`src/lbmeq_pkg.sv`:
```
// lbmeq_pkg: shared constants, types and helpers for the d2q9 open boundary
// equilibrium block. Used by lbmeq_lane and the top level. No dependencies.

package lbmeq_pkg;

  localparam int NumStages = 9;
  localparam int FracBits  = 14;
  localparam int NumLanes  = 4;
  localparam int NumProd   = 5;

  localparam int CfgIdxW  = 3;
  localparam int CfgDataW = 18;

  // register indexes on the configuration port
  localparam logic [CfgIdxW-1:0] RegLinear    = 3'd0;
  localparam logic [CfgIdxW-1:0] RegQuadratic = 3'd1;
  localparam logic [CfgIdxW-1:0] RegAxis      = 3'd2;
  localparam logic [CfgIdxW-1:0] RegDiagonal  = 3'd3;
  localparam logic [CfgIdxW-1:0] RegInlet     = 3'd4;
  localparam logic [CfgIdxW-1:0] RegRest      = 3'd5;

  localparam logic [17:0]        LinearReset    = 18'd49152;
  localparam logic [17:0]        QuadraticReset = 18'd24576;
  localparam logic [17:0]        AxisReset      = 18'd1820;
  localparam logic [17:0]        DiagonalReset  = 18'd455;
  localparam logic signed [15:0] InletReset     = 16'sd1638;

  typedef logic [NumStages-1:0] stage_en_t;
  typedef logic signed [19:0]   proj_t;
  typedef logic signed [37:0]   vsq_t;
  typedef logic signed [31:0]   cxo_t;

  function automatic logic signed [15:0] sat16(input logic signed [36:0] val);
    logic signed [15:0] res;
    if (val > 37'sd32767) begin
      res = 16'sh7fff;
    end else if (val < -37'sd32768) begin
      res = 16'sh8000;
    end else begin
      res = val[15:0];
    end
    return res;
  endfunction

endpackage

```
`src/lbmeq_lane.sv`:
```
// lbmeq_lane: equilibrium core for one projection, pipeline stages 3 to 7.
// Produces round(s / 2^28) plus the optional rest offset. Depends on lbmeq_pkg.

module lbmeq_lane (
  input  logic                  clk,
  input  lbmeq_pkg::stage_en_t  en,
  input  lbmeq_pkg::proj_t      c,
  input  lbmeq_pkg::vsq_t       vsq,
  input  logic                  self_sq,
  input  logic [17:0]           linear_factor,
  input  logic [17:0]           quadratic_factor,
  input  logic                  rest_offset_on,
  output lbmeq_pkg::cxo_t       cx
);

  logic signed [18:0] lf_s;
  logic signed [18:0] qf_s;
  logic signed [39:0] csq_full;
  logic signed [38:0] lin_full;
  logic signed [39:0] csq_ext;
  logic signed [39:0] v_ext;
  logic signed [20:0] d_lo;
  logic signed [19:0] d_hi;
  logic signed [39:0] pp_lo_full;
  logic signed [38:0] pp_hi_full;
  logic        [59:0] s_sum;

  logic signed [38:0] csq;
  logic signed [38:0] lin_s3;
  logic signed [38:0] lin_s4;
  logic signed [38:0] lin_s5;
  logic signed [38:0] lin_s6;
  logic signed [39:0] d;
  logic signed [39:0] pp_lo;
  logic signed [38:0] pp_hi;
  logic signed [59:0] quad;

  assign lf_s       = $signed({1'b0, linear_factor});
  assign qf_s       = $signed({1'b0, quadratic_factor});
  assign csq_full   = c * c;
  assign lin_full   = lf_s * c;
  assign csq_ext    = {csq[38], csq};
  assign v_ext      = self_sq ? csq_ext : {{2{vsq[37]}}, vsq};
  assign d_lo       = $signed({1'b0, d[19:0]});
  assign d_hi       = d[39:20];
  assign pp_lo_full = qf_s * d_lo;
  assign pp_hi_full = qf_s * d_hi;
  assign s_sum      = quad + {{7{lin_s6[38]}}, lin_s6, 14'b0} + 60'd134217728;

  // square of the projection and linear term
  always_ff @(posedge clk) begin
    if (en[2]) begin
      csq    <= csq_full[38:0];
      lin_s3 <= lin_full;
    end
  end

  // 3c^2 - v
  always_ff @(posedge clk) begin
    if (en[3]) begin
      d      <= (csq_ext <<< 1) + csq_ext - v_ext;
      lin_s4 <= lin_s3;
    end
  end

  // quadratic factor as two partial products
  always_ff @(posedge clk) begin
    if (en[4]) begin
      pp_lo  <= pp_lo_full;
      pp_hi  <= pp_hi_full;
      lin_s5 <= lin_s4;
    end
  end

  always_ff @(posedge clk) begin
    if (en[5]) begin
      quad   <= $signed({pp_hi[38], pp_hi, 20'b0}) + $signed({{20{pp_lo[39]}}, pp_lo});
      lin_s6 <= lin_s5;
    end
  end

  // round to q.14 and add rest offset
  always_ff @(posedge clk) begin
    if (en[6]) begin
      cx <= $signed(s_sum[59:28]) + (rest_offset_on ? 32'sd16384 : 32'sd0);
    end
  end

endmodule

```
`config.mk`:
```
export PLATFORM = sky130hd
export DESIGN_NAME = lbmeq_lane
export DESIGN_NICKNAME = d
export VERILOG_FILES = /design/src/lbmeq_pkg.sv /design/src/lbmeq_lane.sv
export SDC_FILE = /design/constraint.sdc
export NUM_CORES = 2
export LEC_CHECK = 0
export BUFFER_PORTS_ARGS = -buffer_cell sky130_fd_sc_hd__clkbuf_2
export CAP_MARGIN = 20
export CORE_MARGIN = 4
export CORE_UTILIZATION = 31
export DETAILED_ROUTE_END_ITERATION = 6
export HOLD_SLACK_MARGIN = 0.1
export PLACE_DENSITY_LB_ADDON = 0.3
export SLEW_MARGIN = 20
export SYNTH_ARGS = -nofsm -noshare
export SYNTH_HDL_FRONTEND = slang
export SYNTH_SLANG_ARGS = --single-unit
```
`constraint.sdc`:
```
create_clock -name clk -period 24.5 [get_ports clk]
set_clock_uncertainty 0.1 [all_clocks]
set_input_delay 4.9 -clock clk [delete_from_list [all_inputs] [get_ports clk]]
set_output_delay 4.9 -clock clk [all_outputs]
set_load 0.005 [all_outputs]
```
; ---- After elaboration in Yosys (flattened, before gate mapping)
; Index checks and enable logic that the tools add are counted.
; W data, S select, Z words.
[word_totals]
out_inout_bits = 32
word_cells = 22
input_bits = 106
regBits = 404
[classes]
mul = 4
add_sub_neg = 6
n_mux = 2
[op_table]
columns = operator, count
row1 = $mul A19 B20 Y39, 2
row2 = $add A59 B39 Y60, 1
row3 = $add A60 B28 Y60 const B, 1
row4 = $add A60 B60 Y60, 1
row5 = $add A40 B39 Y40, 1
row6 = $mux W40, 1
row7 = $sub A40 B40 Y40, 1
row8 = $mul A20 B20 Y39, 1
row9 = $mul A18 B20 Y38, 1
row10 = $add A32 B16 Y32, 1
row11 = $mux W15, 1

; ---- Depth between registers and ports, before layout
[depth]
ltp_word = 3
ltp_mapped = 29
depth_no_buf = 28

; ---- Worst setup path after synthesis
; OpenSTA, ideal clock, no wires.
[synth_path]
kind = input-to-reg
from = input c[19]
to = register csq[37] (data pin)
setup_time_ns = 0.257
slack_ns = 12.578
path_buffers = 2
cell_stages = 24
required_time_ns = 24.143
t_arrival_ns = 11.565
path_cell_list = clkbuf_1 > clkbuf_1 > nand2_1 > fa_1 > inv_1 > fa_1 > inv_1 > fa_1 > inv_1 > fa_1 > fa_1 > fa_1 > inv_1 > fa_1 > inv_1 > ha_1 > or2_2 > a2111oi_0 > o31ai_1 > o21a_1 > o21ai_0 > nand2b_1 > a211o_1 > xor2_1
[synth_via]
elab_chain_len = 1
[synth_lines]
columns = item, line_no
row1 = from (decl), lbmeq_lane.sv:7  ; input lbmeq_pkg::proj_t c,
row2 = $mul A20 B20 Y39, lbmeq_lane.sv:40  ; assign csq_full = c * c;
row3 = net csq_full[37], lbmeq_lane.sv:18  ; logic signed [39:0] csq_full;
row4 = to (signal assigned), lbmeq_lane.sv:53  ; csq <= csq_full[38:0];
row5 = to (decl), lbmeq_lane.sv:28  ; logic signed [38:0] csq;
; The timed path passes the listed nets, and every way through them passes these cells.
; A chain may end at the register's enable or synchronous reset.

; ---- Worst setup path after layout
[layout_path]
from = input c[4]
to = register csq[37] (data pin)
; Same word-level chain as after synthesis.

==> impl_metrics.env <==
export IMPL_area_delta_synth_final_pct=7.57
export IMPL_rsz0062_at_grt="false"
export IMPL_clk_pin_slew_ns=0.06
export IMPL_nets=9018
export IMPL_coreArea_sq_um=222000
export IMPL_cts_hold_buf=0
export IMPL_required_ns=24.79
export IMPL_viasPerCell=4.62
export IMPL_vias=45800
export IMPL_root_buffer="clkbuf_16"
export IMPL_crit_arrival_ns=12.90
export IMPL_die_y_microns=480
export IMPL_fmax_ghz=0.0793
export IMPL_min_period_ns=12.61
export IMPL_wl_mm=174
export IMPL_cp_common_cell="fa_1"
export IMPL_num_rows=173
export IMPL_dr_pass1_iters=6
export IMPL_fin_crit_sh_pct=51.5
export IMPL_syn_area_per_cell_sq_um=9.97
export IMPL_tightest_slew_ns=1.13
export IMPL_drc=0
export IMPL_critPathKind="in -> reg"
export IMPL_htreeDepth=2
export IMPL_outcome="complete, no violations"
export IMPL_path_max_fanout=23
export IMPL_ioPinCount=138
export IMPL_drv_cap=0
export IMPL_hp_class="reg -> reg"
export IMPL_ys_flop_type="edfxtp_1"
export IMPL_die_w_microns=480
export IMPL_overflow=0
export IMPL_start_util_pct=31.1
export IMPL_synth_area_sq_um=69100
export IMPL_maxSlewViolCount=0
export IMPL_ys_seq_area_share_pct=16.3
export IMPL_critical_path_max_stage_delay_ns=0.75
export IMPL_grt_pass1_vias=50200
export IMPL_async_reset_ff_share_pct=0
export IMPL_grt_first_pass_wirelength_mm=282
export IMPL_critPathSlowestCell="a2111oi_1"
export IMPL_cts_repair_resized=0
export IMPL_cts_tree="built"
export IMPL_grt_max_degree=73
export IMPL_grt_usage_pct=15.5
export IMPL_ant_nets=0
export IMPL_yosys_warnings=0
export IMPL_critPathLaunchType="input port"
export IMPL_portBuffers=133
export IMPL_globalplace_congestion=0.857
export IMPL_synth_nets=9041
export IMPL_clockBufferDepth=3
export IMPL_drt_wirelength_per_cell_microns=17.6
export IMPL_relSlewSlack_pct=24.6
export IMPL_hpwl_mm=137
export IMPL_numCtsBuffers=43
export IMPL_ys_ff_latch=375
export IMPL_synth_edf_count=375
export IMPL_post_cts_setup_buffers=0
export IMPL_setup_viol=0
export IMPL_grt_antenna_before_repair=15
export IMPL_fp_dieArea_sq_um=231000
export IMPL_ys_types=73
export IMPL_drive_gt1_share_pct=4.65
export IMPL_initialDrtViolationCount=2354
export IMPL_crit_path_end_kind="flop"
export IMPL_syn_inst=6935
export IMPL_finalSetupTns_ns=0
export IMPL_hold_viol=0
export IMPL_cts_sinks=375
export IMPL_insertion_delay_ns=0.64
-- cells in the final DEF (no fill, tap or decap), drive strengths merged, types with 5 or more instances in the layout --
master and count:
o211ai 9, nor2b 39, nand4 16, ha 570, inv 1724, o21a 34, and3 29, a21o 85
a31o 10, buf 66, nor3 30, nand2 840, clkbuf 181, nor2 147, a21oi 163, nand2b 38
o21ai 81, xnor2 191, fa 1430, clkinv 18, a21boi 5, and4 13, xor2 75, nor4 9
mux2 37, nand3 37, a211oi 14, or3 11, o21bai 32, or2 8, edfxtp 375, and2 520
a31oi 17, o31ai 14, a211o 8, nor3b 5
-- critical path: cells and delay by family --
family / cells / cell delay, ns
AOI/OAI and AO/OA: 10 / 2.46
xor gates and xnor gates: 1 / 0.14
adders and majority gates: 8 / 3.80
buffers and inverters: 6 / 1.18
and+or+nand+nor: 2 / 0.39
-- state kept, by name, indices dropped and copies added, names as in the netlist --
name / flops
d: 40
pp_lo: 24
cx: 32
quad: 46
lin_s3: 39
lin_s5: 39
lin_s4: 39
lin_s6: 39
csq: 38
pp_hi: 39
-- synth_stat cells, drive strengths merged (16+ instances only) --
| master | number | share of area, % |
|---|---|---|
| xnor2 | 191 | 2.4 |
| a21oi | 163 | 1.2 |
| and2 | 520 | 4.7 |
| edfxtp | 375 | 16 |
| nand4 | 16 | 0.14 |
| xor2 | 75 | 0.95 |
| nand2b | 38 | 0.34 |
| nor3 | 30 | 0.22 |
| fa | 1430 | 41 |
| mux2 | 37 | 0.60 |
| nand3 | 37 | 0.27 |
| nor2b | 39 | 0.35 |
| and3 | 29 | 0.26 |
| o21bai | 32 | 0.35 |
| nand2 | 840 | 4.6 |
| o21a | 34 | 0.37 |
| a21o | 85 | 0.92 |
| inv | 1722 | 9.3 |
| o21ai | 81 | 0.59 |
| ha | 570 | 10 |
| nor2 | 147 | 0.80 |
| clkbuf | 254 | 1.4 |
| a31oi | 17 | 0.15 |
-- layer usage --
layer / part of all wire (%) / GRT usage, %
met1: 45 / 21.5
met2: 47 / 25.5
met3: 6.2 / 2.75
met4: 2.1 / 3.32
met5: 0 / 0
-- through the flow --
stage	cell area, sq um	utilization, %	setup slack (ns)	hold slack (ns)	cells
floorplan	69100	-	12.58	0.300	6935
global placement	73000	32.9	11.12	0.301	9842
detailed placement	73000	32.9	10.95	0.305	9842
CTS	74400	33.5	11.61	0.314	9920
global route	74400	33.5	11.44	0.315	9920
finish	74400	33.5	11.89	0.314	9922
-- area by class of cell --
class	count	area (sq um)
clock inverter	26	246
tap	2975	3720
fill	22800	148000
inverter	1722	6460
clock buffer	52	1110
antenna	2	5.00
multi-input combinational	4575	50400
timing repair buffer	195	1140
sequential	375	11300
-- kinds of logic (layout without fill, tap and decap cells) --
kind of cell             after synthesis  count (layout)  share of synthesized area (%)
adder cells (fa/ha/maj)             2000            2000                           51.7
buffers and inverters               1985            1995                           10.8
AND/OR/NAND/NOR                     1750            1750                           12.2
AO/OA/AOI/OAI                        519             519                           4.94
flip-flops                           375             375                           16.3
XOR/XNOR                             266             266                           3.40
multiplexers                          40              40                          0.646
other                                  0               2                              0
-- final timing paths --
| kind | start | end | slack, ns | cells after the start |
|---|---|---|---|---|
| worst max-delay path | c[4] | csq[37] | 11.89 | 27 |
| worst min-delay path | lin_s4[9] | lin_s5[9] | 0.31 | 0 |
| worst max register to register | d[29] | pp_hi[38] | 16.20 | 25 |
| worst min register to register | lin_s4[9] | lin_s5[9] | 0.31 | 0 |
Power is left out: the tool's default activity adds up to more than one toggle a clock period on the data nets, which glitch-free logic cannot reach.
